$ cat src/hdl/rsd_pkg.sv
// ----------------------------------------------------------------------------
// rsd_pkg: shared constants for the running statistic decimator.
// Holds request codes, statistic modes, register indexes and widths.
// ----------------------------------------------------------------------------
package rsd_pkg;

    localparam int VALUE_BITS_DEF = 32;
    localparam int COUNT_BITS_DEF = 32;
    localparam int OUT_BITS       = 48;

    localparam logic [1:0] REQ_SAMPLE  = 2'd0;
    localparam logic [1:0] REQ_FINISH  = 2'd1;
    localparam logic [1:0] REQ_RESTART = 2'd2;
    localparam logic [1:0] REQ_IGNORED = 2'd3;

    localparam logic [3:0] MODE_NONE   = 4'd0;
    localparam logic [3:0] MODE_MAX    = 4'd1;
    localparam logic [3:0] MODE_MIN    = 4'd2;
    localparam logic [3:0] MODE_AVG    = 4'd3;
    localparam logic [3:0] MODE_SUM    = 4'd4;
    localparam logic [3:0] MODE_IMAX   = 4'd6;
    localparam logic [3:0] MODE_IMIN   = 4'd7;
    localparam logic [3:0] MODE_THRESH = 4'd8;

    localparam logic [2:0] REG_MODE    = 3'd0;
    localparam logic [2:0] REG_SUMMARY = 3'd1;
    localparam logic [2:0] REG_THRESH  = 3'd2;
    localparam logic [2:0] REG_DECIM   = 3'd3;
    localparam logic [2:0] REG_GAIN    = 3'd4;

endpackage

$ cat src/hdl/running_statistic_decimator.sv
// ----------------------------------------------------------------------------
// running_statistic_decimator
// Scales samples, tracks a running statistic and emits window averages or a
// run summary, with one shared 64-bit restoring divider.
// ----------------------------------------------------------------------------
// Channel        | Direction | Content
// s_axis         | in        | tdata: sample_value[31:0]; tuser: req_type[1:0]
// m_axis         | out       | tdata: out_value[47:0]; tuser: out_kind
// cfg            | in        | i_cfg_addr register index, i_cfg_data value
//
// A sample passes the multiply, scale, update and window states before the
// next possible transfer, plus the divider for each division it needs (average
// mode, and window close without summary mode); the 64-step divider sets the
// rate. Finish and restart items pass the multiply state only. The input is
// ready only while the sequencer is idle; an item that produces a result waits
// in its last step while an earlier result is still held in the output register.
// Reset is synchronous and active low; it restores the registers' defaults.
// ----------------------------------------------------------------------------
module running_statistic_decimator #(
    parameter int VALUE_BITS = rsd_pkg::VALUE_BITS_DEF,
    parameter int COUNT_BITS = rsd_pkg::COUNT_BITS_DEF
) (
    input  logic        i_clk,
    input  logic        i_rst_n,
    input  logic        s_axis_tvalid,
    output logic        s_axis_tready,
    input  logic [31:0] s_axis_tdata,   // sample_value[31:0]
    input  logic [1:0]  s_axis_tuser,   // req_type[1:0]
    output logic        m_axis_tvalid,
    input  logic        m_axis_tready,
    output logic [47:0] m_axis_tdata,   // out_value[47:0]
    output logic        m_axis_tuser,   // out_kind
    input  logic        i_cfg_valid,
    output logic        o_cfg_ready,
    input  logic [2:0]  i_cfg_addr,
    input  logic [31:0] i_cfg_data
);

    localparam int OB = rsd_pkg::OUT_BITS;
    localparam logic signed [63:0] S64_MAX = {1'b0, {63{1'b1}}};
    localparam logic signed [63:0] S64_MIN = {1'b1, {63{1'b0}}};
    localparam logic signed [63:0] OUT_MAX = 64'sd1 <<< (OB - 1);
    localparam logic signed [63:0] VMAX = (64'sd1 <<< (VALUE_BITS - 1)) - 64'sd1;
    localparam logic signed [63:0] VMIN = -VMAX - 64'sd1;
    localparam logic [COUNT_BITS-1:0] CMAX = {COUNT_BITS{1'b1}};
    localparam logic [63:0] IDX_LIM = 64'((OUT_MAX - 64'sd1) >>> 16);

    typedef enum logic [2:0] {
        S_IDLE, S_MUL, S_SCALE, S_UPD, S_DIV, S_WIN, S_OUT
    } t_state;

    t_state r_state;

    logic [3:0]  r_mode;
    logic        r_summary;
    logic signed [31:0] r_thresh;
    logic [15:0] r_decim;
    logic [31:0] r_gain;

    logic [1:0]  r_req;
    logic signed [31:0] r_sample;
    logic signed [63:0] r_prod;
    logic signed [VALUE_BITS-1:0] r_v;
    logic signed [VALUE_BITS-1:0] r_ext;
    logic signed [63:0] r_rsum;
    logic [COUNT_BITS-1:0] r_idx;
    logic signed [OB-1:0] r_stat;
    logic signed [VALUE_BITS-1:0] r_prev;
    logic        r_have_prev;
    logic        r_crossed;
    logic signed [63:0] r_wsum;
    logic [16:0] r_wcnt;
    logic        r_win_div;

    // shared divider: |num| / den, sign applied at the end
    logic [63:0] r_dnum;
    logic [63:0] r_dden;
    logic [63:0] r_drem;
    logic        r_dneg;
    logic [6:0]  r_dcnt;

    logic        r_ovalid;
    logic signed [OB-1:0] r_oval;
    logic        r_okind;

    assign o_cfg_ready   = 1'b1;
    assign s_axis_tready = (r_state == S_IDLE);
    assign m_axis_tvalid = r_ovalid;
    assign m_axis_tdata  = r_oval;
    assign m_axis_tuser  = r_okind;

    function automatic logic signed [63:0] sat_add(input logic signed [63:0] a,
                                                   input logic signed [63:0] b);
        logic signed [63:0] s;
        s = a + b;
        if (!a[63] && !b[63] && s[63]) return S64_MAX;
        if (a[63] && b[63] && !s[63]) return S64_MIN;
        return s;
    endfunction

    function automatic logic signed [OB-1:0] sat_out(input logic signed [63:0] x);
        if (x > OUT_MAX - 64'sd1) return OB'(OUT_MAX - 64'sd1);
        if (x < -OUT_MAX) return OB'(-OUT_MAX);
        return OB'(x);
    endfunction

    function automatic logic signed [OB-1:0] idx_q16(input logic [63:0] n);
        if (n > IDX_LIM) return OB'(OUT_MAX - 64'sd1);
        return OB'(n << 16);
    endfunction

    logic signed [63:0] w_q;
    logic signed [63:0] w_sv;
    logic [64:0] w_trial;
    logic signed [63:0] w_wsum_n;
    logic [16:0] w_wcnt_n;
    logic signed [63:0] w_v64;
    logic [COUNT_BITS-1:0] w_idx_n;
    logic        w_first;
    logic        w_cross;
    logic signed [63:0] w_rsum_n;
    logic        w_out_free;
    logic        w_out_load;

    always_comb begin
        // floor of the Q16.16 product, then saturate
        w_q = r_prod >>> 16;
        if (w_q > VMAX) w_sv = VMAX;
        else if (w_q < VMIN) w_sv = VMIN;
        else w_sv = w_q;
        w_trial  = {r_drem[63:0], r_dnum[63]} - {1'b0, r_dden};
        w_v64    = 64'(r_v);
        w_first  = (r_idx == '0);
        w_idx_n  = (r_idx != CMAX) ? r_idx + 1'b1 : r_idx;
        w_rsum_n = sat_add(r_rsum, w_v64);
        w_cross  = (64'(r_prev) < 64'(r_thresh) && 64'(r_thresh) <= w_v64) ||
                   (64'(r_prev) > 64'(r_thresh) && 64'(r_thresh) >= w_v64);
        w_wsum_n = sat_add(r_wsum, 64'(r_stat));
        w_wcnt_n = (r_wcnt != 17'h1FFFF) ? r_wcnt + 1'b1 : r_wcnt;
        // The output register is free when empty or when its transfer completes now.
        w_out_free = !r_ovalid || m_axis_tready;
        w_out_load = w_out_free &&
                     (((r_state == S_MUL) && (r_req == rsd_pkg::REQ_FINISH) && r_summary) ||
                      ((r_state == S_DIV) && (r_dcnt == 7'd64) && r_win_div));
    end

    always_ff @(posedge i_clk) begin
        if (!i_rst_n) begin
            r_state <= S_IDLE;
            r_mode <= rsd_pkg::MODE_NONE;
            r_summary <= 1'b0;
            r_thresh <= '0;
            r_decim <= '0;
            r_gain <= 32'd65536;
            r_ovalid <= 1'b0;
            r_rsum <= '0; r_idx <= '0; r_stat <= '0; r_prev <= '0; r_ext <= '0;
            r_have_prev <= 1'b0; r_crossed <= 1'b0; r_wsum <= '0; r_wcnt <= '0;
        end else begin
            if (i_cfg_valid) begin
                case (i_cfg_addr)
                    rsd_pkg::REG_MODE:    r_mode <= i_cfg_data[3:0];
                    rsd_pkg::REG_SUMMARY: r_summary <= i_cfg_data[0];
                    rsd_pkg::REG_THRESH:  r_thresh <= i_cfg_data;
                    rsd_pkg::REG_DECIM:   r_decim <= i_cfg_data[15:0];
                    rsd_pkg::REG_GAIN:    r_gain <= i_cfg_data;
                    default: ;
                endcase
            end
            if (w_out_load) r_ovalid <= 1'b1;
            else if (m_axis_tready) r_ovalid <= 1'b0;
            case (r_state)
                S_IDLE: begin
                    if (s_axis_tvalid && s_axis_tready) begin
                        r_req <= s_axis_tuser;
                        r_sample <= s_axis_tdata;
                        r_state <= S_MUL;
                    end
                end
                S_MUL: begin
                    r_prod <= r_sample * $signed({1'b0, r_gain});
                    case (r_req)
                        rsd_pkg::REQ_RESTART: begin
                            r_rsum <= '0; r_idx <= '0; r_stat <= '0; r_prev <= '0;
                            r_ext <= '0; r_have_prev <= 1'b0; r_crossed <= 1'b0;
                            r_wsum <= '0; r_wcnt <= '0;
                            r_state <= S_IDLE;
                        end
                        rsd_pkg::REQ_FINISH: begin
                            if (!r_summary) begin
                                r_state <= S_IDLE;
                            end else if (w_out_free) begin
                                r_oval <= r_stat; r_okind <= 1'b1;
                                r_state <= S_IDLE;
                            end
                        end
                        rsd_pkg::REQ_SAMPLE: r_state <= S_SCALE;
                        default: r_state <= S_IDLE;
                    endcase
                end
                S_SCALE: begin
                    r_v <= VALUE_BITS'(w_sv);
                    r_state <= S_UPD;
                end
                S_UPD: begin
                    r_idx <= w_idx_n;
                    case (r_mode)
                        rsd_pkg::MODE_MAX, rsd_pkg::MODE_IMAX: begin
                            r_state <= S_WIN;
                            if (w_first || r_v > r_ext) begin
                                r_ext <= r_v;
                                r_stat <= (r_mode == rsd_pkg::MODE_MAX) ? OB'(w_v64)
                                        : idx_q16(64'(w_idx_n));
                            end
                        end
                        rsd_pkg::MODE_MIN, rsd_pkg::MODE_IMIN: begin
                            r_state <= S_WIN;
                            if (w_first || r_v < r_ext) begin
                                r_ext <= r_v;
                                r_stat <= (r_mode == rsd_pkg::MODE_MIN) ? OB'(w_v64)
                                        : idx_q16(64'(w_idx_n));
                            end
                        end
                        rsd_pkg::MODE_AVG: begin
                            r_rsum <= w_rsum_n;
                            r_dneg <= w_rsum_n[63];
                            r_dnum <= w_rsum_n[63] ? 64'(-w_rsum_n) : w_rsum_n;
                            r_dden <= 64'(w_idx_n);
                            r_drem <= '0; r_dcnt <= '0; r_win_div <= 1'b0;
                            r_state <= S_DIV;
                        end
                        rsd_pkg::MODE_SUM: begin
                            r_state <= S_WIN;
                            r_rsum <= w_rsum_n;
                            r_stat <= sat_out(w_rsum_n);
                        end
                        rsd_pkg::MODE_THRESH: begin
                            r_state <= S_WIN;
                            if (!r_crossed) begin
                                r_prev <= r_v;
                                if (!r_have_prev) r_have_prev <= 1'b1;
                                else begin
                                    r_crossed <= w_cross;
                                    if (w_cross) r_stat <= idx_q16(64'(w_idx_n));
                                end
                            end
                        end
                        default: begin
                            r_state <= S_WIN;
                            r_stat <= OB'(w_v64);
                        end
                    endcase
                end
                S_DIV: begin
                    // one quotient bit a cycle; quotient shifts into r_dnum
                    if (r_dcnt == 7'd64) begin
                        if (r_win_div) begin
                            if (w_out_free) begin
                                r_oval <= sat_out(r_dneg ? 64'(-r_dnum) : r_dnum);
                                r_okind <= 1'b0;
                                r_state <= S_IDLE;
                            end
                        end else begin
                            r_stat <= sat_out(r_dneg ? 64'(-r_dnum) : r_dnum);
                            r_state <= S_WIN;
                        end
                    end else begin
                        if (!w_trial[64]) begin
                            r_drem <= w_trial[63:0];
                            r_dnum <= {r_dnum[62:0], 1'b1};
                        end else begin
                            r_drem <= {r_drem[62:0], r_dnum[63]};
                            r_dnum <= {r_dnum[62:0], 1'b0};
                        end
                        r_dcnt <= r_dcnt + 1'b1;
                    end
                end
                S_WIN: begin
                    if (!r_summary && (r_wcnt >= {1'b0, r_decim})) begin
                        r_wsum <= '0; r_wcnt <= '0;
                        r_dneg <= w_wsum_n[63];
                        r_dnum <= w_wsum_n[63] ? 64'(-w_wsum_n) : w_wsum_n;
                        r_dden <= 64'(w_wcnt_n);
                        r_drem <= '0; r_dcnt <= '0; r_win_div <= 1'b1;
                        r_state <= S_DIV;
                    end else begin
                        r_state <= S_IDLE;
                        if (!r_summary) begin
                            r_wsum <= w_wsum_n; r_wcnt <= w_wcnt_n;
                        end
                    end
                end
                default: r_state <= S_IDLE;
            endcase
        end
    end

endmodule
$ cat config.mk
export PLATFORM = sky130hd
export DESIGN_NAME = running_statistic_decimator
export DESIGN_NICKNAME = d
export VERILOG_FILES = /design/src/hdl/rsd_pkg.sv /design/src/hdl/running_statistic_decimator.sv
export SDC_FILE = /design/constraint.sdc
export NUM_CORES = 2
export LEC_CHECK = 0
export ABC_AREA = 1
export ABC_CLOCK_PERIOD_IN_PS = 63000
export BUFFER_PORTS_ARGS = -buffer_cell sky130_fd_sc_hd__buf_2
export CAP_MARGIN = 25
export CORE_UTILIZATION = 51
export CTS_BUF_LIST = sky130_fd_sc_hd__clkbuf_8
export DETAILED_ROUTE_END_ITERATION = 7
export PLACE_DENSITY = 0.67
export SLEW_MARGIN = 0
export SYNTH_ARGS = -nofsm -noshare
export SYNTH_HDL_FRONTEND = slang
export SYNTH_SLANG_ARGS = --single-unit
$ cat constraint.sdc
create_clock -name i_clk -period 63 [get_ports i_clk]
set_clock_uncertainty 0.1 [all_clocks]
set_input_delay 3.15 -clock i_clk [delete_from_list [all_inputs] [get_ports i_clk]]
set_output_delay 3.15 -clock i_clk [all_outputs]
set_load 0.02 [all_outputs]
== Yosys cells after proc, flatten, opt, wreduce, memory -nomap -nowiden ==
Cells that the tools add are included.
Word-level totals
  register bits: 760
  input port bits: 74
  output and inout bits: 52
  logic and storage cells: 326
Cells by class
  add/subtract/negate cells: 9
  multipliers: 1
  magnitude comparators: 14
  equal/unequal tests: 44
  mux-type cells: 167
  reduce and logical (&&, ||, !) cells: 63
Operators with widths (number)
  $mux W64: 24
  $mux W48: 30
  $pmux W64 S2: 3
  $pmux W64 S3: 2
  $pmux W32 S2: 4
  $pmux W48 S5: 1
  $mux W32: 7
  $neg A64 Y64: 3
  $pmux W48 S3: 1
  $gt A64 B48 Y1 const B: 2
  $lt A64 B48 Y1 const B: 2
  $pmux W48 S2: 1
  $mux W1: 72
  $mux W17: 4
  $sub A65 B64 Y65: 1
  $add A64 B32 Y64: 1
  $add A64 B48 Y64: 1
  $gt A32 B32 Y1: 2
  $lt A32 B32 Y1: 2
  $mul A32 B33 Y64: 1
  $gt A48 B32 Y1 const B: 1
  $lt A48 B32 Y1 const B: 1
  $pmux W17 S2: 1
  $add A32 B1 Y32 const B: 1
  43 further kinds: 130

== Logic depth before layout (Yosys ltp) ==
  depth after elaboration: 21
  mapped depth: 39
  depth with buffers taken out: 38

== Worst setup path after synthesis ==
No wires, ideal clock.
  kind: input-to-reg
  from: in i_rst_n
  to: reg r_dcnt[0] (enable)
  setup time: 1344 ps
  arrival: 24307 ps
  required time: 61556 ps
  setup slack: 37249 ps
  stages: 3
  path buffers: 1
  path through: clkbuf_1 nand2_1 a2111oi_0
Between the ends
  longest elaborated chain between the ends: 1
Ends and longest elaborated chain
  start, declared: line running_statistic_decimator.sv:24  | input logic i_rst_n,
  $reduce_and A5 Y1 (no source line)
  end signal, assigned: line running_statistic_decimator.sv:274  | r_dcnt <= r_dcnt + 1'b1;
  end, declared: line running_statistic_decimator.sv:80  | logic [6:0] r_dcnt;
Every way passes these cells.
A chain may end at the register's enable or synchronous reset.

== Worst setup path after layout ==
  from: reg r_sample[8]
  to: reg r_prod[53], data pin
Between the ends
  longest elaborated chain between the ends: 1
Ends and longest elaborated chain
  start, declared: line running_statistic_decimator.sv:61  | logic signed [31:0] r_sample;
  start signal, assigned: line running_statistic_decimator.sv:175  | r_sample <= s_axis_tdata;
  $mul A32 B33 Y64: line running_statistic_decimator.sv:180  | r_prod <= r_sample * $signed({1'b0, r_gain});
  end signal, assigned: line running_statistic_decimator.sv:180
  end, declared: line running_statistic_decimator.sv:62  | logic signed [63:0] r_prod;
Every way passes these cells.

==> run metrics <==
hold worst-path end r_ext[11]; synth cell count leaders nand2_1, inv_1, nor2_1, fa_1, a21oi_1; Total Routing Usage GR 36.9%; first-pass iteration count of the detailed router 6; total power 1980 µW; sequential fraction of the synthesis area 19.8%; detailed-route via count 83600; Crit path required time 63590 ps; Post-synth EDFFs 332; sw power 872 µW; fmax 115 MHz; initial antenna violation count 9; Worst Hold Class register to register; status finished, final reports clean; full die area 176000 µm²; vias per cell 5.50; combinational power share 46.3%; starting DRC count in detailed routing 7811; htree depth 4; RD Place Congestion 0.998; Clk pwr share 26.1%; fin crit share 13.8%; CP endpoint kind register; share of cells above drive strength 1 5.08%; CTS buffer count 143; Rows 152; maximum VDD drop 23.4 µV; CTS tree yes; # fillers 17200; largest net degree at the start of global routing 107; xor-xnor portion of the synthesized cell area 2.00%; Async SR Flop Fraction 0%; final setup fails 0; CTS root buf clkbuf_8; clk_lat worst skew 950 ps; Post-Syn Instances 12900; Routed Antenna Nets 0; die height 419 µm; PD cells 21.0 nW/µm²; Seq cells post-synth 712; # DRC 0; hold path depth 2; fin nets 14300; R2R setup slack 54280 ps; WL per Instance 21.2 µm; CP max stage delay 700 ps; area growth from synthesis to layout 6.33%; Syn Area/Cell 6.90 µm²; Core Util, Final 54.8%; Synth Net Count 14400; minimum clock period 8720 ps; Static Leak 0.0493 µW; commonest register cell after synthesis dfxtp_1; Seq pwr share 27.6%; input/output buffers 124; vias in the first global route 83800; Max Cap Viol 0; first-pass GRT wire length 493000 µm; critical path type register to register; crit path DAT 9320 ps; post-synth top area share 20.3%; critical path's top delay family adder cells; placed wire-length estimate 259000 µm; CP most frequent cell fa_1; RR Endpoint r_prod[53]; Post-Synth Simple-Gate Area 25.5%; chip width 419 µm; final WL 322000 µm; core area 172000 µm²; top cells by area, synth fa_1, nand2_1, inv_1; CTS sink count 712; most common cell in the synthesized netlist nand2_1; Net Sw Frac 44.1%; synth warn 0; Cell variety after synth 68; cell-internal power 1110 µW; postcts setup bufs 0; grt total ovfl 0; Starting Density 51.5%; mux cell area share after synthesis 0%; r2r worst-path depth 29; Critical-path top delay cell nor4_1; io pins 126; Post-Syn Area 88800 µm²; unrepaired setup endpoints after global routing no; hold_sp r_ext[11]; setup TNS 0 ps; Compound-Gate Fraction of Synth Area 10.4%; largest family of logic cells by synthesized area adder cells; final slew viol count 0; Clock transition at path regs 60 ps; crit start category register; measured slew at the worst slew-check pin 1190 ps; worst path buffer plus inverter count 9; hold buffer count at CTS 0; max_slew headroom 20.4%; Reg2Reg Launch Point r_sample[8]; CP Max Fanout 20; Yosys top cell by area fa_1; Synth Area in Adders 28.3%; CTS Buffer Depth 3; Hold Violations, Final 0; Post-CTS Resized 0
==> cells by family (layout without fill, tap and decap cells) <==
group / Yosys count / after routing
compound gates: 1688 / 1688
xor+xnor: 203 / 203
fa+ha+maj: 1469 / 1469
buf+inv: 3260 / 3274
flops: 712 / 712
other cells: 1 / 4
simple gates: 5527 / 5527
==> worst max-delay path by stage <==
stage / slack (ps) / endpoint / from / cells past startpoint
6_report: 54280 / r_prod[53] / r_sample[8] / 29
5_1_grt: 53940 / r_prod[53] / r_sample[8] / 29
4_1_cts: 54350 / r_prod[53] / r_sample[2] / 31
3_5_place_dp: 54350 / r_prod[53] / r_sample[8] / 29
3_3_place_gp: 54150 / r_prod[53] / r_sample[6] / 30
2_1_floorplan: 37250 / r_dcnt[0] / i_rst_n / 3
==> worst register-to-register path: cells and delay by family, from the launching register on <==
| kind | cells | cell delay [ps] |
|---|---|---|
| compound gates | 5 | 980 |
| xor+xnor | 1 | 140 |
| fa+ha+maj | 9 | 4430 |
| buf+inv | 9 | 930 |
| flops | 1 | 690 |
| simple gates | 5 | 1220 |
==> power by group through the flow <==
stage / Sequential (µW) / Clock, µW / Combinational [µW]
after floorplan: 549 / 0 / 623
after global placement: 556 / 0 / 904
after detailed placement: 556 / 0 / 907
final: 546 / 516 / 915
after CTS: 546 / 525 / 915
after global routing: 547 / 541 / 1030
==> flip-flops by register name, summed over array words and instances (netlist names), 4 cells and up <==
register,flops
r_dnum,64
r_drem,64
r_rsum,64
r_wsum,64
m_axis_tdata,48
r_prod,48
r_stat,48
r_dden,32
r_ext,32
r_gain,32
r_idx,32
r_prev,32
r_sample,32
r_thresh,32
r_v,32
r_wcnt,17
r_decim,16
r_dcnt,7
r_mode,4
==> cell usage in the layout, fill, tap and decap left out, types with 68 or more instances in the layout <==
master    Yosys  routed
a21oi_1     860     857
nor3_1      122     120
nand2_2      66      68
ha_1        569     569
inv_1      2714    2759
o21ai_0     516     515
nand3_1     469     467
buf_4         6     122
clkbuf_8      0     160
nand4_1     138     138
fa_1        900     900
nand2_1    3457    3455
nor2_1     1096    1090
buf_2        22     123
edfxtp_1    332     332
dfxtp_1     380     380
xor2_1      139     139
==> layer usage <==
layer / track usage, % / wire (µm) / vias up
li1: - / - / 39400
met1: 45.3 / 127000 / 39900
met2: 62.3 / 153000 / 3440
met3: 5.56 / 23500 / 787
met4: 19.3 / 18900 / 10
met5: 0 / 63 / -
==> area by class of cell <==
| class | count | area [µm²] | area share, % |
|---|---|---|---|
| clock inverter | 106 | 787 | 0.834 |
| timing repair buffer | 251 | 1670 | 1.77 |
| antenna | 3 | 7.51 | 0.00796 |
| sequential | 712 | 17600 | 18.6 |
| multi-input combinational | 8888 | 58900 | 62.4 |
| inverter | 2757 | 10400 | 11.0 |
| clock buffer | 160 | 2200 | 2.33 |
| tap | 2310 | 2890 | 3.06 |
==> stage by stage <==
stage | worst slack, ps | cell area, µm² | hold WS (ps) | instances
after floorplan | 37250 | 88800 | 328 | 12900
after global placement | 54150 | 91200 | 351 | 14900
after detailed placement | 54350 | 91300 | 351 | 14900
after CTS | 54350 | 94300 | 361 | 15200
after global routing | 53940 | 94400 | 381 | 15200
final | 54280 | 94400 | 364 | 15200
Note: power is estimated with default switching activity, not from simulation.
